**src/hw/rtl/jtq_pkg.sv**
```systemverilog
// shared types and constants of the joystick and touch event qualifier
package jtq_pkg;

	// number of touch readings carried by one poll
	localparam int FIELD_PADS = 4;

	localparam int CFG_IDX_W = 3;
	localparam int CFG_DATA_W = 16;

	// configuration register indexes
	typedef enum logic [CFG_IDX_W-1:0] {
		CFG_CENTER_X        = 3'd0,
		CFG_CENTER_Y        = 3'd1,
		CFG_DEAD_ZONE       = 3'd2,
		CFG_TOUCH_THRESHOLD = 3'd3,
		CFG_FIRST_REPEAT_MS = 3'd4,
		CFG_REPEAT_MS       = 3'd5,
		CFG_TOUCH_LOCKOUT   = 3'd6
	} cfg_reg_t;

	// joystick directions, values match their event codes
	typedef enum logic [2:0] {
		DIR_NONE  = 3'd0,
		DIR_UP    = 3'd1,
		DIR_DOWN  = 3'd2,
		DIR_LEFT  = 3'd3,
		DIR_RIGHT = 3'd4
	} dir_t;

	localparam logic [3:0] EV_NONE     = 4'd0;
	localparam logic [3:0] EV_PAD_BASE = 4'd5;
	localparam logic [3:0] EV_MAX      = 4'd8;

	// register reset values
	localparam logic [11:0] RST_CENTER_X        = 12'd2048;
	localparam logic [11:0] RST_CENTER_Y        = 12'd2048;
	localparam logic [11:0] RST_DEAD_ZONE       = 12'd0;
	localparam logic [15:0] RST_TOUCH_THRESHOLD = 16'd0;
	localparam logic [15:0] RST_FIRST_REPEAT_MS = 16'd350;
	localparam logic [15:0] RST_REPEAT_MS       = 16'd130;
	localparam logic [15:0] RST_TOUCH_LOCKOUT   = 16'd250;

	typedef struct packed {
		logic [11:0] center_x;
		logic [11:0] center_y;
		logic [11:0] dead_zone;
		logic [15:0] touch_threshold;
		logic [15:0] first_repeat_ms;
		logic [15:0] repeat_ms;
		logic [15:0] touch_lockout_ms;
	} cfg_t;

endpackage

```
**src/hw/rtl/jtq_joy.sv**
```systemverilog
// joystick direction classifier with held-direction auto-repeat state
module jtq_joy (
	input  logic           clk,
	input  logic           arst_n,
	input  logic           step,
	input  logic [31:0]    now_ms,
	input  logic [11:0]    joy_x,
	input  logic [11:0]    joy_y,
	input  jtq_pkg::cfg_t  cfg,
	output logic           fire,
	output jtq_pkg::dir_t  dir
);

	jtq_pkg::dir_t held_q;
	logic [31:0] next_repeat_q;

	logic signed [12:0] dx, dy;
	logic [12:0] ax, ay, dz;
	jtq_pkg::dir_t d;
	logic [31:0] diff;
	logic fresh, due;

	always_comb begin
		dx = $signed({1'b0, joy_x}) - $signed({1'b0, cfg.center_x});
		dy = $signed({1'b0, joy_y}) - $signed({1'b0, cfg.center_y});
		ax = dx[12] ? 13'(-dx) : 13'(dx);
		ay = dy[12] ? 13'(-dy) : 13'(dy);
		dz = {1'b0, cfg.dead_zone};
		// vertical wins only when strictly larger, ties go horizontal
		if (ay > ax && ay > dz) begin
			d = (!dy[12] && dy != '0) ? jtq_pkg::DIR_DOWN : jtq_pkg::DIR_UP;
		end else if (ax > dz) begin
			d = (!dx[12] && dx != '0) ? jtq_pkg::DIR_RIGHT : jtq_pkg::DIR_LEFT;
		end else begin
			d = jtq_pkg::DIR_NONE;
		end
		diff = now_ms - next_repeat_q;
		due = !diff[31];
		fresh = d != held_q;
		fire = d != jtq_pkg::DIR_NONE && (fresh || due);
		dir = d;
	end

	always_ff @(posedge clk or negedge arst_n) begin
		if (!arst_n) begin
			held_q <= jtq_pkg::DIR_NONE;
			next_repeat_q <= '0;
		end else if (step) begin
			if (d == jtq_pkg::DIR_NONE) begin
				held_q <= jtq_pkg::DIR_NONE;
			end else if (fire) begin
				held_q <= d;
				next_repeat_q <= now_ms +
					{16'b0, fresh ? cfg.first_repeat_ms : cfg.repeat_ms};
			end
		end
	end

endmodule

```
**src/hw/rtl/jtq_pad_scan.sv**
```systemverilog
// touch pad priority scan with per-pad lockout timestamps
module jtq_pad_scan #(
	parameter int NPADS = 4
) (
	input  logic        clk,
	input  logic        arst_n,
	input  logic        step,
	input  logic [31:0] now_ms,
	input  logic [jtq_pkg::FIELD_PADS-1:0][15:0] reading,
	input  jtq_pkg::cfg_t cfg,
	output logic [3:0]  code
);

	logic [31:0] last_q [NPADS];
	logic [NPADS-1:0] grant;
	logic [31:0] age;
	logic taken;

	always_comb begin
		grant = '0;
		code = jtq_pkg::EV_NONE;
		taken = 1'b0;
		age = '0;
		for (int i = 0; i < NPADS; i++) begin
			age = now_ms - last_q[i];
			if (!taken && reading[i] < cfg.touch_threshold &&
				age >= {16'b0, cfg.touch_lockout_ms}) begin
				grant[i] = 1'b1;
				code = jtq_pkg::EV_PAD_BASE + 4'(i);
				taken = 1'b1;
			end
		end
	end

	always_ff @(posedge clk or negedge arst_n) begin
		if (!arst_n) begin
			for (int i = 0; i < NPADS; i++) begin
				last_q[i] <= '0;
			end
		end else if (step) begin
			for (int i = 0; i < NPADS; i++) begin
				if (grant[i]) begin
					last_q[i] <= now_ms;
				end
			end
		end
	end

endmodule

```
**src/hw/rtl/joystick_touch_event_qualifier.sv**
```systemverilog
// top level: poll register, event logic, result register and config registers
// a transferred poll is held in the input register, then loaded into the result register,
//   which shows its event code on the output
// throughput: one poll per cycle while the output is not stalled; the joystick repeat state and pad
//   timestamps update in the same cycle the poll leaves the input register
// reset (arst_n low): pipeline empty, no direction held, repeat time zero,
//   every pad timestamp zero, config registers at their reset values
module joystick_touch_event_qualifier #(
	parameter int PAD_COUNT = 4
) (
	input  logic        clk,
	input  logic        arst_n,
	// poll channel
	input  logic        in_valid,
	output logic        in_stall,
	input  logic [31:0] now_ms,
	input  logic [11:0] joy_x,
	input  logic [11:0] joy_y,
	input  logic [15:0] pad_select,
	input  logic [15:0] pad_back,
	input  logic [15:0] pad_enter,
	input  logic [15:0] pad_menu,
	// event channel
	output logic        out_valid,
	input  logic        out_stall,
	output logic [3:0]  event_code,
	// configuration write port
	input  logic        cfg_we,
	input  logic [jtq_pkg::CFG_IDX_W-1:0]  cfg_index,
	input  logic [jtq_pkg::CFG_DATA_W-1:0] cfg_data
);

	// only pads with a reading field take part in the scan
	localparam int NPADS = (PAD_COUNT < jtq_pkg::FIELD_PADS) ?
		PAD_COUNT : jtq_pkg::FIELD_PADS;

	jtq_pkg::cfg_t cfg_q;

	// input register
	logic        valid_s1;
	logic [31:0] now_s1;
	logic [11:0] joy_x_s1, joy_y_s1;
	logic [jtq_pkg::FIELD_PADS-1:0][15:0] pad_s1;

	// result register
	logic       out_valid_q;
	logic [3:0] event_q;

	logic adv, step;
	logic joy_fire;
	jtq_pkg::dir_t joy_dir;
	logic [3:0] pad_code;
	logic [3:0] ev;

	// the poll moves on when the result register is empty or being drained
	assign adv = !out_valid_q || !out_stall;
	assign step = valid_s1 && adv;
	assign in_stall = valid_s1 && !adv;

	// configuration registers, unused index ignored
	always_ff @(posedge clk or negedge arst_n) begin
		if (!arst_n) begin
			cfg_q.center_x <= jtq_pkg::RST_CENTER_X;
			cfg_q.center_y <= jtq_pkg::RST_CENTER_Y;
			cfg_q.dead_zone <= jtq_pkg::RST_DEAD_ZONE;
			cfg_q.touch_threshold <= jtq_pkg::RST_TOUCH_THRESHOLD;
			cfg_q.first_repeat_ms <= jtq_pkg::RST_FIRST_REPEAT_MS;
			cfg_q.repeat_ms <= jtq_pkg::RST_REPEAT_MS;
			cfg_q.touch_lockout_ms <= jtq_pkg::RST_TOUCH_LOCKOUT;
		end else if (cfg_we) begin
			unique case (jtq_pkg::cfg_reg_t'(cfg_index))
				jtq_pkg::CFG_CENTER_X:        cfg_q.center_x <= cfg_data[11:0];
				jtq_pkg::CFG_CENTER_Y:        cfg_q.center_y <= cfg_data[11:0];
				jtq_pkg::CFG_DEAD_ZONE:       cfg_q.dead_zone <= cfg_data[11:0];
				jtq_pkg::CFG_TOUCH_THRESHOLD: cfg_q.touch_threshold <= cfg_data;
				jtq_pkg::CFG_FIRST_REPEAT_MS: cfg_q.first_repeat_ms <= cfg_data;
				jtq_pkg::CFG_REPEAT_MS:       cfg_q.repeat_ms <= cfg_data;
				jtq_pkg::CFG_TOUCH_LOCKOUT:   cfg_q.touch_lockout_ms <= cfg_data;
				default: ;
			endcase
		end
	end

	// input register control
	always_ff @(posedge clk or negedge arst_n) begin
		if (!arst_n) begin
			valid_s1 <= 1'b0;
		end else if (!in_stall) begin
			valid_s1 <= in_valid;
		end
	end

	// input register payload, loads on every transfer
	always_ff @(posedge clk) begin
		if (in_valid && !in_stall) begin
			now_s1 <= now_ms;
			joy_x_s1 <= joy_x;
			joy_y_s1 <= joy_y;
			pad_s1 <= {pad_menu, pad_enter, pad_back, pad_select};
		end
	end

	jtq_joy u_joy (
		.clk    (clk),
		.arst_n (arst_n),
		.step   (step),
		.now_ms (now_s1),
		.joy_x  (joy_x_s1),
		.joy_y  (joy_y_s1),
		.cfg    (cfg_q),
		.fire   (joy_fire),
		.dir    (joy_dir)
	);

	// pads are scanned only when the joystick gives nothing
	jtq_pad_scan #(
		.NPADS (NPADS)
	) u_pads (
		.clk     (clk),
		.arst_n  (arst_n),
		.step    (step && !joy_fire),
		.now_ms  (now_s1),
		.reading (pad_s1),
		.cfg     (cfg_q),
		.code    (pad_code)
	);

	assign ev = joy_fire ? {1'b0, joy_dir} : pad_code;

	// result register
	always_ff @(posedge clk or negedge arst_n) begin
		if (!arst_n) begin
			out_valid_q <= 1'b0;
		end else if (adv) begin
			out_valid_q <= valid_s1;
		end
	end

	always_ff @(posedge clk) begin
		if (step) begin
			event_q <= ev;
		end
	end

	assign out_valid = out_valid_q;
	assign event_code = event_q;

endmodule

```
**config.mk**
```make
export PLATFORM = sky130hd
export DESIGN_NAME = joystick_touch_event_qualifier
export DESIGN_NICKNAME = d
export VERILOG_FILES = /design/src/hw/rtl/jtq_pkg.sv /design/src/hw/rtl/jtq_joy.sv /design/src/hw/rtl/jtq_pad_scan.sv /design/src/hw/rtl/joystick_touch_event_qualifier.sv
export SDC_FILE = /design/constraint.sdc
export NUM_CORES = 1
export LEC_CHECK = 0
export ABC_AREA = 1
export ABC_CLOCK_PERIOD_IN_PS = 8200
export BUFFER_PORTS_ARGS = -buffer_cell sky130_fd_sc_hd__clkbuf_2
export CAP_MARGIN = 5
export CORE_UTILIZATION = 40
export DETAILED_ROUTE_END_ITERATION = 16
export PLACE_DENSITY = 0.59
export SYNTH_ARGS = -nofsm -noshare
export SYNTH_HDL_FRONTEND = slang
export SYNTH_SLANG_ARGS = --single-unit
```
**constraint.sdc**
```tcl
create_clock -name clk -period 8.2 [get_ports clk]
set_clock_uncertainty 0.05 [all_clocks]
set_input_delay 0.82 -clock clk [delete_from_list [all_inputs] [get_ports clk]]
set_output_delay 0.82 -clock clk [all_outputs]
set_load 0.01 [all_outputs]
```
==> impl_metrics.json <==
{
  "cts_made_buffers": 48,
  "hold_path.class": "in2async",
  "start_util_pct": 40.7,
  "yosys.area_share.xor_xnor_pct": 3.40,
  "postSynthNetCount": 4878,
  "synthesis.yosys.warnings": 0,
  "tritoncts": "yes",
  "num_vias": 28400,
  "multi_input_area_um2": 17700,
  "synth-seq-area-share_pct": 33.3,
  "drv_slew": 0,
  "number_of_synthesized_register_bits": 389,
  "synth-compound-area-share_pct": 9.24,
  "grt-ovfl-total": 0,
  "synth_area_leaders": "dfrtp_1, nand2_1, ha_1, edfxtp_1, inv_1",
  "r2r_slack_ps": 960,
  "routed_wirelength_um": 95900,
  "regToRegStartpoint": "cfg_q[88]$_DFFE_PN0P_",
  "ff2ff_path_depth": 45,
  "clock_path_buffers": 3,
  "final_period_minus_worst_setup_slack_ps": 7240,
  "port_buffers": 149,
  "synth-adder-area-share_pct": 14.8,
  "critical_path.most_common_cell": "nand2_1",
  "regToRegEndpoint": "u_joy.next_repeat_q[28]$_DFFE_PN0P_",
  "syn-cell-area_um2": 31100,
  "post_detailed_placement_half_perimeter_wirelength_um": 71800,
  "grt_setup_unrepaired": "false",
  "run_status": "completed",
  "setup.worst_path.start_class": "flop",
  "layout-drive-gt1-share_pct": 7.11,
  "post-route-period-util_pct": 88.2,
  "worst-path-max-fanout": 19,
  "finish.net_count": 5027,
  "worst_pin_slew_ps": 1070,
  "post-route-drc-count": 0,
  "initialDrtViolationCount": 2289,
  "grt_max_degree": 123,
  "critical_path_arrival_ps": 7670,
  "synth_mux_area_share_pct": 0,
  "fp.coreArea_um2": 76500,
  "routabilityCongestion": 0.930,
  "clock_root_buffer": "clkbuf_16",
  "track_usage_pct": 24.6,
  "synth_commonest_cells": "nand2_1, inv_1, ha_1, nor2_1, dfrtp_1",
  "tritoncts_num_sinks": 389,
  "timing.max_cap.violations": 0,
  "dieWidth_um": 281,
  "finalSetupViolCount": 0,
  "synthMostInstantiatedCell": "nand2_1",
  "fin_worst_hold_slack_ps": 156,
  "dominantRegCellSynth": "dfrtp_1",
  "num_antenna_cells": 0,
  "instance_count_of_the_mapped_netlist": 4370,
  "dominant_combinational_cell_family_by_area_after_synthesis": "simple AND/OR/NAND/NOR gates",
  "placed_cells": 5499,
  "synth-async-reset-ratio_pct": 68.1,
  "grt_pass1_wl_um": 151000,
  "holdBufCountCts": 0,
  "detail_route.first_pass.iterations": 7,
  "worst_setup_hold_path_clk_slew_ps": 60,
  "first_global_vias": 27100,
  "num_io_pins": 150,
  "detail_route.vias_per_cell": 5.08,
  "hold_viol": 0,
  "synth.largest_area_cell": "dfrtp_1",
  "area_growth_pct": 11.6,
  "antenna_found_initial": 3,
  "netlist.area_leader.share_pct": 20.0,
  "detail-route-antenna-nets": 0,
  "critPathRequiredTime_ps": 8640,
  "floorplan.die.height_um": 281,
  "yosys.area_share.simple_pct": 29.3,
  "number_of_synthesized_flops_with_an_enable_pin": 124,
  "cellPowerDensity_nw_per_um2": 371,
  "p_leak_nw": 18.2,
  "core.rowCount": 101,
  "endpoint_kind": "flop",
  "final.fill_count": 7901,
  "ir_worst_vdd_v": 0.000305,
  "finish.cell_count_without_fillers": 5589,
  "synthesis.area_per_instance_um2": 7.12,
  "critical-path-slowest-cell": "or3b_2",
  "rel_slew_slack_pct": 28.2,
  "regArea_um2": 10400,
  "yosys.cell_types.count": 52,
  "drt-wirelength-per-cell_um": 17.2,
  "largest_stage_delay_on_the_critical_path_ps": 470,
  "worstSetupPathType": "reg2reg",
  "clock.fmax_ghz": 0.138,
  "fin_tns_setup_ps": 0,
  "count_of_h_tree_levels_built_during_cts": 2,
  "clk_latency_ps": 620,
  "fp.dieArea_um2": 78900
}
kinds of logic after synthesis:
group	after synthesis
compound gates	535
flops	389
xor+xnor	121
simple gates	2169
buf+inv	792
fa+ha+maj	364
layout by cell type (no fill, tap or decap), drive strengths merged, types with 7 or more instances in the layout:
cell and n:
clkinv 16, nor3 43, a31oi 7, nand3 209, dfrtp 249, dfstp 16
nand4 197, nand2 1411, clkbuf 212, nor2 277, xnor2 31, inv 701
nand3b 10, o21ai 228, a21o 11, edfxtp 124, a21oi 234, ha 357
a211oi 7, o21a 9, xor2 90, o211ai 8, buf 47, o21bai 16
and2 8, fa 7
per-stage QoR:
step           setup WS, ps  utilization [%]  instance area, um^2  power (W)
5_1_grt                48.7             45.4                34700     0.0142
3_5_place_dp            610             43.3                33100     0.0106
6_report                964             45.4                34700     0.0129
4_1_cts                 566             45.4                34700     0.0129
3_3_place_gp            705             43.3                33100     0.0105
2_1_floorplan          1800                -                31100    0.00871
registers in the layout (all words and copies together), names as in the netlist:
register	count
u_joy.held_q	3
u_joy.next_repeat_q	32
pad_s1	64
out_valid	1
u_pads.last_q	128
valid_s1	1
now_s1	32
joy_y_s1	12
cfg_q	100
joy_x_s1	12
event_code	4
what timing repair did:
action	in CTS	in global routing
setup buffers	0	0
endpoints found under the setup margin	0	11
gates resized for setup	0	4
layout make-up:
| class | count | area share (%) |
|---|---|---|
| Timing Repair Buffer | 195 | 3.21 |
| Sequential cell | 389 | 29.9 |
| Multi-Input combinational cell | 3189 | 51.0 |
| Clock inverter | 26 | 0.883 |
| Inverter | 696 | 7.53 |
| Tap cell | 1030 | 3.71 |
| Clock buffer | 64 | 3.78 |
report_power, final:
| group | internal (W) | switching (W) |
|---|---|---|
| Clock | 0.00124 | 0.000932 |
| Combinational | 0.00263 | 0.00523 |
| Sequential | 0.00255 | 0.000283 |
worst max-delay path, delay by kind of cell, from the launching register on:
kind	cells	cell delay [ps]
buf+inv	4	390
flops	1	380
xor+xnor	2	360
fa+ha+maj	5	1530
compound gates	7	1140
simple gates	27	3270
per-layer routing:
metal,vias up,GRT usage [%],routed length (um)
met5,-,0,0
met4,0,5.74,2000
met3,105,2.56,4700
met2,654,39.7,42500
met1,13100,35.0,46700
li1,14500,-,-
worst max path at each step:
| stage | start | endpoint | depth (start not counted) |
|---|---|---|---|
| 2_1_floorplan | cfg_q[88]$_DFFE_PN0P_ | u_joy.next_repeat_q[28]$_DFFE_PN0P_ | 42 |
| 3_3_place_gp | cfg_q[88]$_DFFE_PN0P_ | u_joy.next_repeat_q[28]$_DFFE_PN0P_ | 45 |
| 3_5_place_dp | cfg_q[88]$_DFFE_PN0P_ | u_joy.next_repeat_q[28]$_DFFE_PN0P_ | 45 |
| 4_1_cts | cfg_q[88]$_DFFE_PN0P_ | u_joy.next_repeat_q[28]$_DFFE_PN0P_ | 45 |
| 5_1_grt | cfg_q[88]$_DFFE_PN0P_ | u_joy.next_repeat_q[26]$_DFFE_PN0P_ | 44 |
| 6_report | cfg_q[88]$_DFFE_PN0P_ | u_joy.next_repeat_q[28]$_DFFE_PN0P_ | 45 |
(Power assumes the default switching activity.)
